$ cat src/rtl/core/slcd_pkg.sv
`timescale 1ns / 1ps
// ----------------------------------------------------------------------------
// slcd_pkg
// Shared constants and controller/datapath interface types of the
// sync/length/checksum deframer.
// ----------------------------------------------------------------------------
package slcd_pkg;

	localparam logic [7:0] SYNC_FIRST   = 8'hAA;
	localparam logic [7:0] SYNC_SECOND  = 8'h55;
	localparam logic [7:0] HEADER_BYTES = 8'd3;

	localparam int IN_TDATA_W  = 8;
	localparam int OUT_TDATA_W = 32;

	// commands from the controller to the datapath
	typedef struct packed {
		logic load_len;
		logic load_csum;
		logic load_type;
		logic load_data;
		logic start_emit;
		logic rd;
		logic adv;
	} slcd_cmd_t;

	// status from the datapath to the controller
	typedef struct packed {
		logic is_sync1;
		logic is_sync2;
		logic len_ok;
		logic empty;
		logic type_match;
		logic data_done;
		logic data_match;
		logic rd_last;
	} slcd_sts_t;

endpackage

$ cat src/rtl/core/slcd_ctrl.sv
`timescale 1ns / 1ps
// ----------------------------------------------------------------------------
// slcd_ctrl
// Frame sequencer: sync hunt, header fields, payload collection and
// the emission run of a good frame.
// ----------------------------------------------------------------------------
module slcd_ctrl (
	input  logic                clk,
	input  logic                arst_n,
	input  logic                in_valid,
	output logic                in_ready,
	output logic                out_valid,
	input  logic                out_ready,
	input  slcd_pkg::slcd_sts_t sts,
	output slcd_pkg::slcd_cmd_t cmd
);
	import slcd_pkg::*;

	localparam logic [2:0] S_HUNT  = 3'd0;
	localparam logic [2:0] S_SYNC2 = 3'd1;
	localparam logic [2:0] S_LEN   = 3'd2;
	localparam logic [2:0] S_CSUM  = 3'd3;
	localparam logic [2:0] S_TYPE  = 3'd4;
	localparam logic [2:0] S_DATA  = 3'd5;
	localparam logic [2:0] S_READ  = 3'd6;
	localparam logic [2:0] S_SEND  = 3'd7;

	logic [2:0] state_q;
	logic [2:0] state_nxt;
	logic       acc;

	assign in_ready  = (state_q != S_READ) && (state_q != S_SEND);
	assign out_valid = (state_q == S_SEND);
	assign acc       = in_valid && in_ready;

	always_comb begin
		state_nxt = state_q;
		cmd       = '0;
		unique case (state_q)
			S_HUNT: begin
				if (acc && sts.is_sync1) state_nxt = S_SYNC2;
			end
			S_SYNC2: begin
				if (acc) state_nxt = sts.is_sync2 ? S_LEN : S_HUNT;
			end
			S_LEN: begin
				if (acc) begin
					cmd.load_len = sts.len_ok;
					state_nxt    = sts.len_ok ? S_CSUM : S_HUNT;
				end
			end
			S_CSUM: begin
				if (acc) begin
					cmd.load_csum = 1'b1;
					state_nxt     = S_TYPE;
				end
			end
			S_TYPE: begin
				if (acc) begin
					cmd.load_type = 1'b1;
					if (!sts.empty) begin
						state_nxt = S_DATA;
					end else if (sts.type_match) begin
						cmd.start_emit = 1'b1;
						state_nxt      = S_READ;
					end else begin
						state_nxt = S_HUNT;
					end
				end
			end
			S_DATA: begin
				if (acc) begin
					cmd.load_data = 1'b1;
					if (sts.data_done) begin
						// bad checksum drops the frame silently
						cmd.start_emit = sts.data_match;
						state_nxt      = sts.data_match ? S_READ : S_HUNT;
					end
				end
			end
			S_READ: begin
				cmd.rd    = 1'b1;
				state_nxt = S_SEND;
			end
			S_SEND: begin
				if (out_ready) begin
					cmd.adv   = !sts.rd_last;
					state_nxt = sts.rd_last ? S_HUNT : S_READ;
				end
			end
			default: state_nxt = S_HUNT;
		endcase
	end

	always_ff @(posedge clk or negedge arst_n) begin
		if (!arst_n) begin
			state_q <= S_HUNT;
		end else begin
			state_q <= state_nxt;
		end
	end

endmodule

$ cat src/rtl/core/slcd_datapath.sv
`timescale 1ns / 1ps
// ----------------------------------------------------------------------------
// slcd_datapath
// Header registers, running checksum, payload memory and the result
// word of the emission run.
// ----------------------------------------------------------------------------
module slcd_datapath #(
	parameter int MAX_DATA = 16
) (
	input  logic                            clk,
	input  logic                            arst_n,
	input  logic [7:0]                      rx_byte,
	input  slcd_pkg::slcd_cmd_t             cmd,
	output slcd_pkg::slcd_sts_t             sts,
	output logic [slcd_pkg::OUT_TDATA_W-1:0] out_word,
	output logic                            out_last
);
	import slcd_pkg::*;

	localparam int CW = $clog2(MAX_DATA + 1);
	localparam int AW = (MAX_DATA > 1) ? $clog2(MAX_DATA) : 1;

	logic [CW-1:0] count_q;
	logic [CW-1:0] wr_idx_q;
	logic [CW-1:0] rd_idx_q;
	logic [7:0]    csum_q;
	logic [7:0]    sum_q;
	logic [7:0]    type_q;
	logic [7:0]    rd_data_q;
	logic [7:0]    payload_mem_q [MAX_DATA];

	logic [7:0]    len_less;
	logic [7:0]    sum_nxt;
	logic [CW:0]   wr_inc;
	logic [CW:0]   rd_inc;
	logic [CW+4:0] idx_ext;
	logic [CW+4:0] cnt_ext;
	logic [7:0]    data_out;

	assign len_less = rx_byte - HEADER_BYTES;
	assign sum_nxt  = sum_q + rx_byte;
	assign wr_inc   = {1'b0, wr_idx_q} + 1'b1;
	assign rd_inc   = {1'b0, rd_idx_q} + 1'b1;

	assign sts.is_sync1   = (rx_byte == SYNC_FIRST);
	assign sts.is_sync2   = (rx_byte == SYNC_SECOND);
	assign sts.len_ok     = (rx_byte >= HEADER_BYTES) && (len_less <= 8'(MAX_DATA));
	assign sts.empty      = (count_q == '0);
	assign sts.type_match = (rx_byte == csum_q);
	assign sts.data_done  = (wr_inc == {1'b0, count_q});
	assign sts.data_match = (sum_nxt == csum_q);
	assign sts.rd_last    = (count_q == '0) || (rd_inc == {1'b0, count_q});

	always_ff @(posedge clk or negedge arst_n) begin
		if (!arst_n) begin
			count_q  <= '0;
			wr_idx_q <= '0;
			rd_idx_q <= '0;
			csum_q   <= '0;
			sum_q    <= '0;
			type_q   <= '0;
		end else begin
			if (cmd.load_len) count_q <= len_less[CW-1:0];
			if (cmd.load_csum) csum_q <= rx_byte;
			if (cmd.load_type) begin
				type_q   <= rx_byte;
				sum_q    <= rx_byte;
				wr_idx_q <= '0;
			end
			if (cmd.load_data) begin
				sum_q    <= sum_nxt;
				wr_idx_q <= wr_inc[CW-1:0];
			end
			if (cmd.start_emit) begin
				rd_idx_q <= '0;
			end else if (cmd.adv) begin
				rd_idx_q <= rd_inc[CW-1:0];
			end
		end
	end

	// payload memory, one write and one registered read port
	always_ff @(posedge clk) begin
		if (cmd.load_data) payload_mem_q[wr_idx_q[AW-1:0]] <= rx_byte;
	end

	always_ff @(posedge clk) begin
		if (cmd.rd) rd_data_q <= payload_mem_q[rd_idx_q[AW-1:0]];
	end

	// an empty frame reports a zero data byte
	assign data_out = (count_q == '0) ? 8'd0 : rd_data_q;
	assign idx_ext  = {5'd0, rd_idx_q};
	assign cnt_ext  = {5'd0, count_q};

	assign out_word = {7'd0, cnt_ext[4:0], idx_ext[3:0], data_out, type_q};
	assign out_last = sts.rd_last;

endmodule

$ cat src/rtl/core/sync_length_checksum_deframer_top.sv
`timescale 1ns / 1ps
// ----------------------------------------------------------------------------
// sync_length_checksum_deframer_top
// Serial byte deframer: sync pair, length, additive checksum, typed payload.
// ----------------------------------------------------------------------------
// While the block is collecting a frame it holds s_axis_tready high and takes
// each received byte. Once a frame's last byte arrives with a good checksum,
// the block stops taking bytes and plays out one result per payload byte (one
// result with count 0 for an empty frame); each result is first read from the
// payload memory into a register and then presented until the downstream side
// accepts it with tready. A frame of n payload bytes is n + 5 input bytes long.
// Bad frames and bad lengths are dropped with no result and the sync hunt
// restarts.
module sync_length_checksum_deframer_top #(
	parameter int MAX_DATA = 16
) (
	input  logic                             clk,
	input  logic                             arst_n,
	input  logic                             s_axis_tvalid,
	output logic                             s_axis_tready,
	input  logic [slcd_pkg::IN_TDATA_W-1:0]  s_axis_tdata,  // rx_byte[7:0]
	output logic                             m_axis_tvalid,
	input  logic                             m_axis_tready,
	// frame_type[7:0], data_byte[15:8], byte_index[19:16], data_count[24:20], zero
	output logic [slcd_pkg::OUT_TDATA_W-1:0] m_axis_tdata,
	output logic                             m_axis_tlast
);
	import slcd_pkg::*;

	slcd_cmd_t cmd;
	slcd_sts_t sts;

	slcd_ctrl u_ctrl (
		.clk       (clk),
		.arst_n    (arst_n),
		.in_valid  (s_axis_tvalid),
		.in_ready  (s_axis_tready),
		.out_valid (m_axis_tvalid),
		.out_ready (m_axis_tready),
		.sts       (sts),
		.cmd       (cmd)
	);

	slcd_datapath #(
		.MAX_DATA (MAX_DATA)
	) u_datapath (
		.clk      (clk),
		.arst_n   (arst_n),
		.rx_byte  (s_axis_tdata),
		.cmd      (cmd),
		.sts      (sts),
		.out_word (m_axis_tdata),
		.out_last (m_axis_tlast)
	);

	// never collecting and emitting at once
	a_no_overlap: assert property (@(posedge clk) disable iff (!arst_n)
		!(m_axis_tvalid && s_axis_tready))
		else $error("input and output sides active together");

	// the last result returns the block to the sync hunt
	a_last_to_hunt: assert property (@(posedge clk) disable iff (!arst_n)
		(m_axis_tvalid && m_axis_tready && m_axis_tlast) |=> s_axis_tready)
		else $error("not back to hunting after last result");

	// a non-final result is followed by a memory read cycle
	a_read_gap: assert property (@(posedge clk) disable iff (!arst_n)
		(m_axis_tvalid && m_axis_tready && !m_axis_tlast) |=>
		(!m_axis_tvalid && !s_axis_tready))
		else $error("missing read cycle between results");

	// emission starts only on an accepted byte
	a_emit_on_byte: assert property (@(posedge clk) disable iff (!arst_n)
		cmd.start_emit |-> (s_axis_tvalid && s_axis_tready))
		else $error("emission started without an input transaction");

endmodule

$ cat config.mk
export PLATFORM = sky130hd
export DESIGN_NAME = sync_length_checksum_deframer_top
export DESIGN_NICKNAME = d
export VERILOG_FILES = /design/src/rtl/core/slcd_pkg.sv /design/src/rtl/core/slcd_ctrl.sv /design/src/rtl/core/slcd_datapath.sv /design/src/rtl/core/sync_length_checksum_deframer_top.sv
export SDC_FILE = /design/constraint.sdc
export NUM_CORES = 1
export LEC_CHECK = 0
export BUFFER_PORTS_ARGS = -buffer_cell sky130_fd_sc_hd__buf_2
export CORE_UTILIZATION = 50
export CTS_BUF_LIST = sky130_fd_sc_hd__clkbuf_4
export DETAILED_ROUTE_END_ITERATION = 16
export PLACE_DENSITY = 0.71
export SYNTH_ARGS = -nofsm -noshare
export SYNTH_HDL_FRONTEND = slang
export SYNTH_SLANG_ARGS = --single-unit
$ cat constraint.sdc
create_clock -name clk -period 3.7 [get_ports clk]
set_input_delay 0.74 -clock clk [delete_from_list [all_inputs] [get_ports clk]]
set_output_delay 0.74 -clock clk [all_outputs]
set_load 0.05 [all_outputs]
# [After elaboration in Yosys (flattened, before gate mapping)]
# Memories as Yosys holds them, arrays and structs flattened. A register that Yosys moved wholly into a read port is not among the register bits.
# Index checks and enable logic that the tools add are counted.
[totals] rom_bits=0 mem_count=1 out_inout_bits=35 ramBits=128 regBits=42 latchBits=0
[classes] n_reduce_logical=11 n_mul=0 n_mux=39 n_lt_le_gt_ge=2 shifts=0 eq_ne=23 div_mod_pow=0 addsub=4 bitwise_logic=0
[mem_list] memory="u_datapath.payload_mem_q" words=16 width=8 read_ports=1 rd_ports_with_merged_regs=1 write_ports=1 line="slcd_datapath.sv:30" rtl="logic [7:0] payload_mem_q [MAX_DATA];"
[op_table] operator="$mux 3" n=12
[op_table] operator="$mux 8" n=3
[op_table] operator="$pmux 3 s8" n=1
[op_table] operator="$mux 5" n=4
[op_table] operator="$eq 8x8->1" n=2
[op_table] operator="$mux 1" n=15
[op_table] operator="$ne 2x1->1 const B" n=7
[op_table] operator="$add 5x1->6 const B" n=2
[op_table] operator="$eq 3x3->1 const B" n=4
[op_table] operator="$eq 6x5->1" n=2
[op_table] operator="$add 8x8->8" n=1
[op_table] operator="$eq 8x7->1 const B" n=1
[op_table] operator="$eq 8x8->1 const B" n=1
[op_table] operator="$ge 8x2->1 const B" n=1
[op_table] operator="$le 8x5->1 const B" n=1
[op_table] operator="$reduce_and 8->1" n=1
[op_table] operator="$sub 8x2->8 const B" n=1
[op_table] operator="$eq 3x2->1 const B" n=2
[op_table] operator="$mux 2" n=3
[op_table] operator="$ne 3x3->1 const B" n=2
[op_table] operator="$logic_not 5->1" n=1
[op_table] operator="$logic_and 1x1->1" n=4
[op_table] operator="$reduce_bool 2->1" n=2
[op_table] operator="$eq 3x1->1 const B" n=1
[op_table] operator="5 further kinds" n=5

# [Depth between registers and ports, before layout]
# Gate-level depths: netlist (run 1).
[depth] ltp_word=8 depth_mapped=8 mapped_depth_nobuf=8

# [Hierarchy]
# A second synthesis (run 1) with hierarchy kept.
[unflattened] cells_unflattened=531 hier_area_um2=8229.1
[modules_own_cells] module="slcd_datapath" instances=1 seq_area_each_um2=5059.9 cells_per_inst=477 area_per_inst_um2=7828.8
[modules_own_cells] module="slcd_ctrl" instances=1 seq_area_each_um2=75.1 cells_per_inst=54 area_per_inst_um2=400.4

# [Least setup slack after synthesis (run 1)]
# OpenSTA, ideal clock, no wires.
[synth_timing] kind="input to register" start="in s_axis_tdata[0] in the netlist's numbering" end="reg u_datapath.rd_idx_q[0]" cell_stages=8 t_arrival_ps=2781 path_slack_ps=770 required_ps=3552 path_cell_list="ha_1 > fa_1 > a21o_1 > a21oi_1 > xnor3_1 > or3_1 > a2111oi_4 > a211oi_1"
[synth_via] elab_chain_cells=6 elab_cells_between_ends=11 classes_between="1 x add/sub; 2 x eq/ne; 7 x mux; 1 x reduce/logical"
[synth_lines] element="start, declared" line="sync_length_checksum_deframer_top.sv:21" rtl="input logic [slcd_pkg::IN_TDATA_W-1:0] s_axis_tdata,"
[synth_lines] element="$add 8x8->8 or $eq 8x8->1 (tied branches)" line="slcd_datapath.sv:41, slcd_datapath.sv:49"
[synth_lines] element="$eq 8x8->1 or $mux 1 (tied branches)" line="slcd_datapath.sv:51, slcd_ctrl.sv:63"
[synth_lines] element="$mux 1 (on tied branches)" line="slcd_ctrl.sv:74, slcd_ctrl.sv:61"
[synth_lines] element="$mux 2 or $mux 1 (tied branches)" line="slcd_ctrl.sv:72, slcd_ctrl.sv:59"
[synth_lines] element="$pmux 1 s2 (*)" line="slcd_ctrl.sv:39" rtl="unique case (state_q)"
[synth_lines] element="$mux 5 or $reduce_bool 2->1 (tied branches)"
[synth_lines] element="end signal, assigned" line="slcd_datapath.sv:77" rtl="rd_idx_q <= rd_inc[CW-1:0];"
[synth_lines] element="end, declared" line="slcd_datapath.sv:25" rtl="logic [CW-1:0] rd_idx_q;"
# Every way passes the cells marked *; elsewhere a longest branch is shown, timed or not.
# A chain may end at the register's enable or synchronous reset.

# [Worst setup path in the final report (run 1)]
[layout_timing] start="reg u_datapath.rd_idx_q[0]" end="out m_axis_tlast"
[layout_via] elab_chain_cells=3
[layout_lines] element="$add 5x1->6" line="slcd_datapath.sv:43" rtl="assign rd_inc = {1'b0, rd_idx_q} + 1'b1;"
[layout_lines] element="$eq 6x5->1" line="slcd_datapath.sv:52" rtl="assign sts.rd_last = (count_q == '0) || (rd_inc == {1'b0, count_q});"
[layout_lines] element="$logic_or 1x1->1" line="slcd_datapath.sv:52"
[layout_lines] element="end, declared" line="sync_length_checksum_deframer_top.sv:26" rtl="output logic m_axis_tlast"
# No other way between the ends.

==> flow_metrics.env, run 1 <==
export IMPL_status="finished, final reports clean"
export IMPL_leakagePower_nw=3.358
export IMPL_clockRootBuffer="clkbuf_4"
export IMPL_cp_slowest_cell="dfrtp_2"
export IMPL_routedWlPerCell_um=20.95
export IMPL_p_sw_mw=2.613
export IMPL_ys_ff_latch=178
export IMPL_reg2reg_slack_ns=0.81
export IMPL_cpPeakStageDelay_ns=0.46
export IMPL_finalCriticalPeriod_ns=3.354
export IMPL_die_y_um=132.2
export IMPL_min_path_type="primary input to async pin"
export IMPL_drt_total_wl_um=18520
export IMPL_yosys_warnings=0
export IMPL_pwr_share_clk_pct=15.6
export IMPL_synth_edff_count=136
export IMPL_ant_nets=0
export IMPL_first_iter_violations=473
export IMPL_max_freq_mhz=298.1
export IMPL_layout_nets=680
export IMPL_grt_max_degree=51
export IMPL_cts_resized=0
export IMPL_start_kind="register"
export IMPL_worstSetupEndpointType="primary output"
export IMPL_grt_pass1_wl_um=29530
export IMPL_setup_tns_ns=0
export IMPL_io_pins=47
export IMPL_drcViolationCount=0
export IMPL_antenna_found_initial=0
export IMPL_drv_slew=0
export IMPL_finalSetupViolCount=0
export IMPL_postSynthAreaPerCell_um2=13.76
export IMPL_clock_sink_count=178
export IMPL_clk_pin_slew_ns=0.14
export IMPL_crit_type="register to primary output"
export IMPL_post_cts_buffers=0
export IMPL_drv_cap=0
export IMPL_r2r_end="u_datapath.rd_idx_q[0]"
export IMPL_fill_cells=1403
export IMPL_cts_hold_buf=0
export IMPL_ys_async_sr_fraction_pct=23.60
export IMPL_die_x_um=132.2
export IMPL_power_frac_seq_pct=41.7
export IMPL_layout_drive_gt1_share_pct=19.88
export IMPL_ys_seq_area_share_pct=60.58
export IMPL_cts_tree="yes"
export IMPL_clockBufferDepth=2
export IMPL_syn_inst=616
export IMPL_p_comb_share_pct=42.8
export IMPL_track_usage_pct=22.55
export IMPL_insertion_delay_ns=0.58
export IMPL_crit_fanout=6
export IMPL_netlist_area_mm2=0.008476
export IMPL_initial_core_util_pct=51.11
export IMPL_path_cells="ha_1 > or3b_1 > o211a_2 > o31ai_4 > a21o_2 > buf_2"
export IMPL_slew_headroom_pct=35.66
export IMPL_core_mm2=0.01658
export IMPL_intPower_mw=3.829
export IMPL_finClkSkew_ns=0.02435
export IMPL_area_delta_synth_final_pct=7.544
export IMPL_diodes=0
export IMPL_hpwl_um=12210
export IMPL_die_area_mm2=0.01748
export IMPL_p_sw_share_pct=40.56
export IMPL_worstMarginPinSlew_ns=0.9652
export IMPL_avgViaCountPerCell=5.879
export IMPL_power_mw=6.442
export IMPL_critPathArrivalTime_ns=2.61
export IMPL_rr_worst_depth=8
export IMPL_drt_pass1_iter_count=5
export IMPL_dr_total_vias=5197
export IMPL_power_per_cell_area_mw_per_mm2=706.8
export IMPL_grt_pass1_vias=5336
export IMPL_regToRegStartpoint="u_datapath.sum_q[0]"
export IMPL_num_rows=47
export IMPL_synth_cell_types=63
export IMPL_finalCritPeriodShare_pct=90.65
export IMPL_hold_viol=0
export IMPL_ir_drop_v=0.0004305
export IMPL_cts_buffers=17
export IMPL_h_tree_depth=4
export IMPL_synth_ff_type="edfxtp_1"
export IMPL_port_buffers=39
export IMPL_gp_congestion=0.9451
export IMPL_rsz0062_at_grt="false"
export IMPL_cp_required_ns=2.96
export IMPL_grt_overflow=0
final cells by class:
cell class	instances	area [um2]	share of cell area, %
sequential	178	5136	56.35
multi-input combinational	386	3083	33.82
timing repair buffer	56	322.8	3.542
tap	220	275.3	3.020
clock buffer	19	142.6	1.565
clock inverter	13	110.1	1.208
inverter	12	45.04	0.4942
critical path: cells and delay by family, from the launching register on:
family / cells / cell delay (ns)
AOI/OAI and AO/OA: 3 / 0.70
adders and majority gates: 1 / 0.28
buffers and inverters: 1 / 0.25
DFF: 1 / 0.46
and+or+nand+nor: 1 / 0.36
cell families (layout without fill, tap and decap cells):
| family | after synthesis | after routing | share of synthesized area, % |
|---|---|---|---|
| multiplexers | 75 | 75 | 11.54 |
| AND/OR/NAND/NOR | 137 | 137 | 8.341 |
| buffers and inverters | 58 | 100 | 3.307 |
| other | 1 | 7 | 0.04424 |
| adder cells (fa/ha/maj) | 17 | 17 | 2.598 |
| AO/OA/AOI/OAI | 112 | 112 | 9.168 |
| XOR/XNOR | 38 | 38 | 4.414 |
| flip-flops | 178 | 178 | 60.58 |
placed cells by master, fill, tap and decap left out, types with 5 or more instances in the layout:
cell type	instances
and3_1	5
a22oi_1	8
mux4_2	16
o21ai_0	33
nor4_1	7
buf_4	17
a21oi_1	19
nor2_1	14
nand4_1	5
nor3_1	8
a221oi_1	8
nand3_1	14
mux2_2	22
conb_1	7
buf_2	39
dfrtp_1	41
and2_1	6
a211oi_1	12
a21o_1	5
nor2b_1	16
ha_1	16
mux2i_1	37
xnor2_1	15
nand2_1	43
clkinvlp_4	5
inv_1	12
clkbuf_4	19
edfxtp_1	136
xor2_1	20
cells in the mapped netlist (5+ instances only):
cell type / instances / area share (%)
edfxtp_1: 136 / 48
nand2_1: 43 / 1.9
dfrtp_1: 42 / 12
mux2i_1: 37 / 4.4
o21ai_0: 33 / 1.9
mux2_2: 22 / 2.9
clkbuf_1: 21 / 0.93
xor2_1: 20 / 2.1
a21oi_1: 19 / 1.1
ha_1: 16 / 2.4
mux4_2: 16 / 4.3
nor2b_1: 16 / 1.2
xnor2_1: 15 / 1.6
buf_4: 14 / 1.2
nand3_1: 14 / 0.83
nor2_1: 14 / 0.62
a211oi_1: 12 / 1.1
inv_1: 12 / 0.53
a221oi_1: 8 / 0.83
a22oi_1: 8 / 0.71
buf_2: 8 / 0.47
nor3_1: 8 / 0.47
nor4_1: 7 / 0.52
and2_1: 6 / 0.44
a21o_1: 5 / 0.44
and3_1: 5 / 0.37
nand4_1: 5 / 0.37
power groups by stage:
stage / Combinational (mW) / Sequential, mW / Clock [mW]
global route: 2.98 / 2.72 / 1.08
global placement: 2.70 / 2.71 / 0
CTS: 2.77 / 2.68 / 1.02
detailed placement: 2.75 / 2.72 / 0
floorplan: 2.03 / 2.84 / 0
finish: 2.76 / 2.68 / 1.00
worst max-delay path by stage:
stage	startpoint	endpoint	slack (ns)
floorplan	s_axis_tdata[0]	u_datapath.rd_idx_q[0]	0.77
global placement	s_axis_tdata[0]	u_datapath.rd_idx_q[0]	0.42
detailed placement	s_axis_tdata[0]	u_datapath.rd_idx_q[0]	0.32
CTS	u_datapath.rd_idx_q[0]	m_axis_tlast	0.32
global route	u_datapath.rd_idx_q[0]	m_axis_tlast	0.23
finish	u_datapath.rd_idx_q[0]	m_axis_tlast	0.35
state kept, by name, indices dropped and copies added (netlist names):
| name | cells |
|---|---|
| u_ctrl.state_q | 3 |
| u_datapath.count_q | 5 |
| u_datapath.csum_q | 8 |
| u_datapath.payload_mem_q | 128 |
| u_datapath.rd_data_q | 8 |
| u_datapath.rd_idx_q | 5 |
| u_datapath.sum_q | 8 |
| u_datapath.type_q | 8 |
| u_datapath.wr_idx_q | 5 |
routing by layer:
layer  part of all wire, %  GRT usage [%]  vias up
li1                      -              -     2392
met4                   2.3          9.259        0
met5                     0              0        -
met1                    42          29.06     2595
met2                    50          38.18      182
met3                   5.8          3.614       28
per-stage QoR:
stage	util [%]	worst slack (ns)	instance area (um2)	hold WS (ns)	cells
6_report	54.96	0.3458	9115	0.3046	884
5_1_grt	54.96	0.2285	9115	0.3540	884
4_1_cts	54.96	0.3171	9115	0.2949	884
3_5_place_dp	53.44	0.3232	8862	0.4793	852
3_3_place_gp	53.44	0.4250	8862	0.4698	852
2_1_floorplan	-	0.7705	8498	0.4444	622
Note: power is estimated with default switching activity, not from simulation.
==> run 2: changes to the inputs <==
Settings changed: BUFFER_PORTS_ARGS -buffer_cell sky130_fd_sc_hd__buf_2 to not set, DONT_BUFFER_PORTS set to 1, PLACE_DENSITY 0.71 to 0.69.
==> run 2 against run 1 <==
Against the previous run: die area unchanged; clock power about the same; global-route usage down 0.53 points; register-to-register slack worse by 0.05 ns; sequential cell count unchanged; clock-buffer cell count unchanged; final area down 1.1%.
==> flow_metrics.env, run 2 (synthesis results as in run 1) <==
export IMPL_track_usage_pct=22.01
export IMPL_holdPathStages=0
export IMPL_min_to="u_datapath.payload_mem_q[4][2]"
export IMPL_h_tree_depth=4
export IMPL_avgViaCountPerCell=6.001
export IMPL_antenna_found_initial=1
export IMPL_status="finished, final reports clean"
export IMPL_placed_cell_area_mm2=0.008715
export IMPL_setup_tns_ns=0
export IMPL_layout_setup_ws_ns=0.1909
export IMPL_grt_overflow=0
export IMPL_mostFrequentLayoutCell="edfxtp_1"
export IMPL_worstSetupEndpointType="primary output"
export IMPL_start_kind="register"
export IMPL_grt_max_degree=43
export IMPL_post_cts_buffers=0
export IMPL_cp_required_ns=2.96
export IMPL_die_x_um=132.2
export IMPL_hold_viol=0
export IMPL_r2r_end="u_ctrl.state_q[2]"
export IMPL_multi_input_area_mm2=0.003083
export IMPL_first_iter_violations=329
export IMPL_seq_area_mm2=0.005139
export IMPL_clockBufferDepth=2
export IMPL_grt_pass1_wl_um=28810
export IMPL_ant_nets=0
export IMPL_finClkSkew_ns=0.03012
export IMPL_clock_sink_count=178
export IMPL_area_delta_synth_final_pct=6.363
export IMPL_layout_cells_most_common_list="136 x edfxtp_1, 43 x nand2_1, 41 x dfrtp_1"
export IMPL_gp_congestion=0.8792
export IMPL_dr_total_vias=5125
export IMPL_critPathArrivalTime_ns=2.77
export IMPL_drcViolationCount=0
export IMPL_grtUsageMet3_pct=4.537
export IMPL_finalCritPeriodShare_pct=94.84
export IMPL_core_mm2=0.01658
export IMPL_postLayoutCoreUtil_pct=54.36
export IMPL_top_usage_layer="met2"
export IMPL_hpwl_um=12100
export IMPL_insertion_delay_ns=0.56
export IMPL_leakagePower_nw=3.242
export IMPL_cts_tree="yes"
export IMPL_layout_drive_gt1_share_pct=16.27
export IMPL_drv_cap=0
export IMPL_port_buffers=0
export IMPL_max_freq_mhz=285.0
export IMPL_io_pins=47
export IMPL_worstMarginPinSlew_ns=0.9991
export IMPL_crit_fanout=12
export IMPL_power_per_cell_area_mw_per_mm2=705.7
export IMPL_dp_cells=819
export IMPL_dp_slack_ns=0.5277
export IMPL_hp_start="s_axis_tdata[2]"
export IMPL_drv_slew=0
export IMPL_finalCriticalPeriod_ns=3.509
export IMPL_die_area_mm2=0.01748
export IMPL_ir_drop_v=0.0003735
export IMPL_die_y_um=132.2
export IMPL_met1_usage_pct=28.05
export IMPL_stdcell_area_mm2=0.009015
export IMPL_crit_type="register to primary output"
export IMPL_layout_nets=649
export IMPL_num_rows=47
export IMPL_finalSetupViolCount=0
export IMPL_grt_pass1_vias=5169
export IMPL_cts_buffers=17
export IMPL_rsz0062_at_grt="false"
export IMPL_reg2reg_slack_ns=0.76
export IMPL_initial_core_util_pct=51.11
export IMPL_rr_worst_depth=6
export IMPL_grt_util_met2_pct=36.60
export IMPL_routedWlPerCell_um=21.40
export IMPL_clockRootBuffer="clkbuf_4"
export IMPL_largest_reg_flops=128
export IMPL_fin_cells=854
export IMPL_fill_cells=1383
export IMPL_clk_pin_slew_ns=0.16
export IMPL_slew_headroom_pct=33.15
export IMPL_drt_total_wl_um=18280
export IMPL_min_path_type="primary input to register"
export IMPL_drt_pass1_iter_count=5
export IMPL_regToRegStartpoint="u_datapath.count_q[1]"
-- run 2: changes by cell type in the layout (fill, tap and decap cells not counted) --
cell	before	now
buf_12	0	1
buf_2	39	0
buf_4	17	23
clkinv_1	3	0
clkinv_2	1	0
clkinvlp_2	0	1
dfrtp_2	1	0
dfrtp_4	0	1
diode_2	0	1
dlygate4sd3_1	0	1
inv_6	2	5
-- run 2: cell type report --
type | instances | area share, %
clock inverters | 13 | 1.388
multi-input cells | 386 | 34.20
clock buffers | 19 | 1.582
well taps | 220 | 3.053
inverters | 12 | 0.4997
diodes | 1 | 0.02776
flip-flops and latches | 178 | 57.00
repair buffers | 25 | 2.248
-- run 2: routing by layer --
layer	vias up	wire (um)
met5	-	0
met4	0	432
met3	31	1013
met2	174	9281
met1	2578	7551
li1	2342	-
-- run 2: through the flow --
| step | hold slack, ns | power [mW] |
|---|---|---|
| 6_report | 0.2630 | 6.362 |
| 5_1_grt | 0.2096 | 6.709 |
| 3_5_place_dp | 0.4455 | 5.370 |
| 3_3_place_gp | 0.4457 | 5.299 |
| 4_1_cts | 0.2101 | 6.401 |
| 2_1_floorplan | 0.4444 | 4.876 |
-- run 2: power by group --
part	switching, mW	internal (mW)	total (mW)	leakage [nW]
registers	0.463	2.42	2.88	1.75
logic	1.43	1.04	2.47	1.37
clock network	0.661	0.357	1.02	0.129
-- run 2: timing repair --
action | CTS | global route
hold endpoints to repair | 42 | 0
resized for setup | 0 | 0
hold buffers | 2 | 0
-- run 2: worst max-delay path by stage --
stage / endpoint / from / slack (ns) / cells past startpoint
final: m_axis_tdata[11] / u_datapath.count_q[1] / 0.19 / 4
after floorplan: u_datapath.rd_idx_q[0] / s_axis_tdata[0] / 0.77 / 8
after global placement: u_datapath.rd_idx_q[1] / s_axis_tdata[0] / 0.62 / 8
after detailed placement: u_ctrl.state_q[1] / s_axis_tdata[0] / 0.53 / 8
after CTS: m_axis_tdata[11] / u_datapath.count_q[1] / 0.16 / 4
after global routing: m_axis_tdata[11] / u_datapath.count_q[1] / 0.07 / 4
-- run 2: critical path: stages, from the launching register on --
cell     delay (ns)
dfrtp_1        0.64
or4_1          0.63
nor2_2         0.58
nor2b_1        0.13
buf_4          0.22
==> run 3: changes to the inputs <==
==> constraint.sdc (replaced) <==
create_clock -name clk -period 3.7 [get_ports clk]
set_input_delay 0.555 -clock clk [delete_from_list [all_inputs] [get_ports clk]]
set_output_delay 0.555 -clock clk [all_outputs]
set_load 0.05 [all_outputs]
==> run 3 against run 2 <==
Against the previous run: worst setup slack gained 0.24 ns; combinational power shrank 6%; clock-buffer cell count is the same; sequential power grew 3%.
==> flow_metrics.env, run 3 (synthesis results as in run 1) <==
export IMPL_drv_cap=0
export IMPL_track_usage_pct=21.38
export IMPL_routedWlPerCell_um=21.19
export IMPL_finalCritPeriodShare_pct=88.24
export IMPL_leakagePower_nw=3.195
export IMPL_first_iter_violations=413
export IMPL_grt_pass1_vias=4941
export IMPL_initial_core_util_pct=51.11
export IMPL_grt_max_degree=52
export IMPL_postLayoutCoreUtil_pct=53.77
export IMPL_layout_cells_most_common_list="136 x edfxtp_1, 43 x nand2_1, 41 x dfrtp_1"
export IMPL_die_y_um=132.2
export IMPL_drv_slew=0
export IMPL_ant_nets=0
export IMPL_grt_pass1_wl_um=27840
export IMPL_mostFrequentLayoutCell="edfxtp_1"
export IMPL_die_area_mm2=0.01748
export IMPL_rsz0062_at_grt="false"
export IMPL_drcViolationCount=0
export IMPL_h_tree_depth=4
export IMPL_num_rows=47
export IMPL_clockBufferDepth=2
export IMPL_core_mm2=0.01658
export IMPL_layout_setup_ws_ns=0.4353
export IMPL_setup_tns_ns=0
export IMPL_max_freq_mhz=306.3
export IMPL_status="finished, final reports clean"
export IMPL_avgViaCountPerCell=5.963
export IMPL_drt_total_wl_um=17840
export IMPL_layout_drive_gt1_share_pct=14.33
export IMPL_stdcell_area_mm2=0.008917
export IMPL_cp_required_ns=3.14
export IMPL_hpwl_um=11570
export IMPL_placed_cell_area_mm2=0.008632
export IMPL_fill_cells=1383
export IMPL_power_per_cell_area_mw_per_mm2=703.0
export IMPL_die_x_um=132.2
export IMPL_multi_input_area_mm2=0.003083
export IMPL_seq_area_mm2=0.005139
export IMPL_dr_total_vias=5021
export IMPL_clk_pin_slew_ns=0.14
export IMPL_clock_sink_count=178
export IMPL_worstSetupEndpointType="primary output"
export IMPL_finalCriticalPeriod_ns=3.265
export IMPL_min_path_type="primary input to register"
export IMPL_hold_viol=0
export IMPL_port_buffers=0
export IMPL_largest_reg_flops=128
export IMPL_layout_nets=638
export IMPL_dp_cells=808
export IMPL_cts_buffers=17
export IMPL_insertion_delay_ns=0.55
export IMPL_grt_overflow=0
export IMPL_drt_pass1_iter_count=7
export IMPL_crit_fanout=7
export IMPL_dp_slack_ns=0.7205
export IMPL_gp_congestion=0.8822
export IMPL_whs_ns=0.08892
export IMPL_finalSetupViolCount=0
export IMPL_clockRootBuffer="clkbuf_4"
export IMPL_cts_tree="yes"
export IMPL_finClkSkew_ns=0.01938
export IMPL_start_kind="register"
export IMPL_fin_cells=842
export IMPL_ir_drop_v=0.0004840
export IMPL_critPathArrivalTime_ns=2.71
export IMPL_io_pins=47
export IMPL_area_delta_synth_final_pct=5.211
export IMPL_crit_type="register to primary output"
export IMPL_power_mw=6.269
export IMPL_slew_headroom_pct=31.70
export IMPL_antenna_found_initial=1
export IMPL_worstMarginPinSlew_ns=1.024
[run 3: cell count changes in the layout (fill, tap and decap cells not counted), sizes merged]
cell      previous run  this run
clkinvlp             6         2
inv                 17        15
buf                 24        13
clkinv               1         6
[run 3: final timing paths]
check,start,end,slack [ns],cells after the start
worst max-delay path,u_datapath.count_q[2],m_axis_tlast,0.44,4
worst min-delay path,s_axis_tdata[0],u_datapath.payload_mem_q[6][0],0.09,0
worst max register to register,u_datapath.sum_q[0],u_ctrl.state_q[2],0.85,8
worst min register to register,u_datapath.sum_q[2],u_datapath.sum_q[2],0.51,2
max in group asynchronous,arst_n,u_datapath.rd_idx_q[0],3.04,2
min in group asynchronous,arst_n,u_datapath.type_q[2],0.44,2
[run 3: worst max-delay path, cell delays in order (launching register included)]
cell and delay (ns):
dfrtp_1 0.81, inv_1 0.26, o211a_2 0.34, o31ai_4 0.40, a21o_2 0.36
[run 3: layout make-up]
class | count | area share [%]
Antenna cell | 1 | 0.02806
Clock buffer | 19 | 1.600
Clock inverter | 12 | 1.235
Inverter | 12 | 0.5051
Multi-Input combinational cell | 386 | 34.57
Sequential cell | 178 | 57.63
Tap cell | 220 | 3.087
Timing Repair Buffer | 14 | 1.347
[run 3: report_power, final]
group          switching [mW]  total, mW  internal, mW  leakage [nW]
Sequential              0.542       2.96          2.41          1.75
Combinational            1.33       2.32         0.982          1.31
Clock                   0.648      0.997         0.349         0.136
[run 3: timing repair]
item / in CTS / in global routing
setup endpoints to repair: 0 / 0
hold endpoints to repair: 42 / 0
setup buffers: 0 / 0
resized for setup: 0 / 0
hold buffers: 2 / 0
[run 3: layer usage]
| layer | vias to the layer above | track usage, % | wire [um] |
|---|---|---|---|
| met1 | 2547 | 26.29 | 7505 |
| met4 | 0 | 7.088 | 206 |
| met5 | - | 0 | 0 |
| li1 | 2310 | - | - |
| met2 | 143 | 37.80 | 9340 |
| met3 | 21 | 4.229 | 789 |
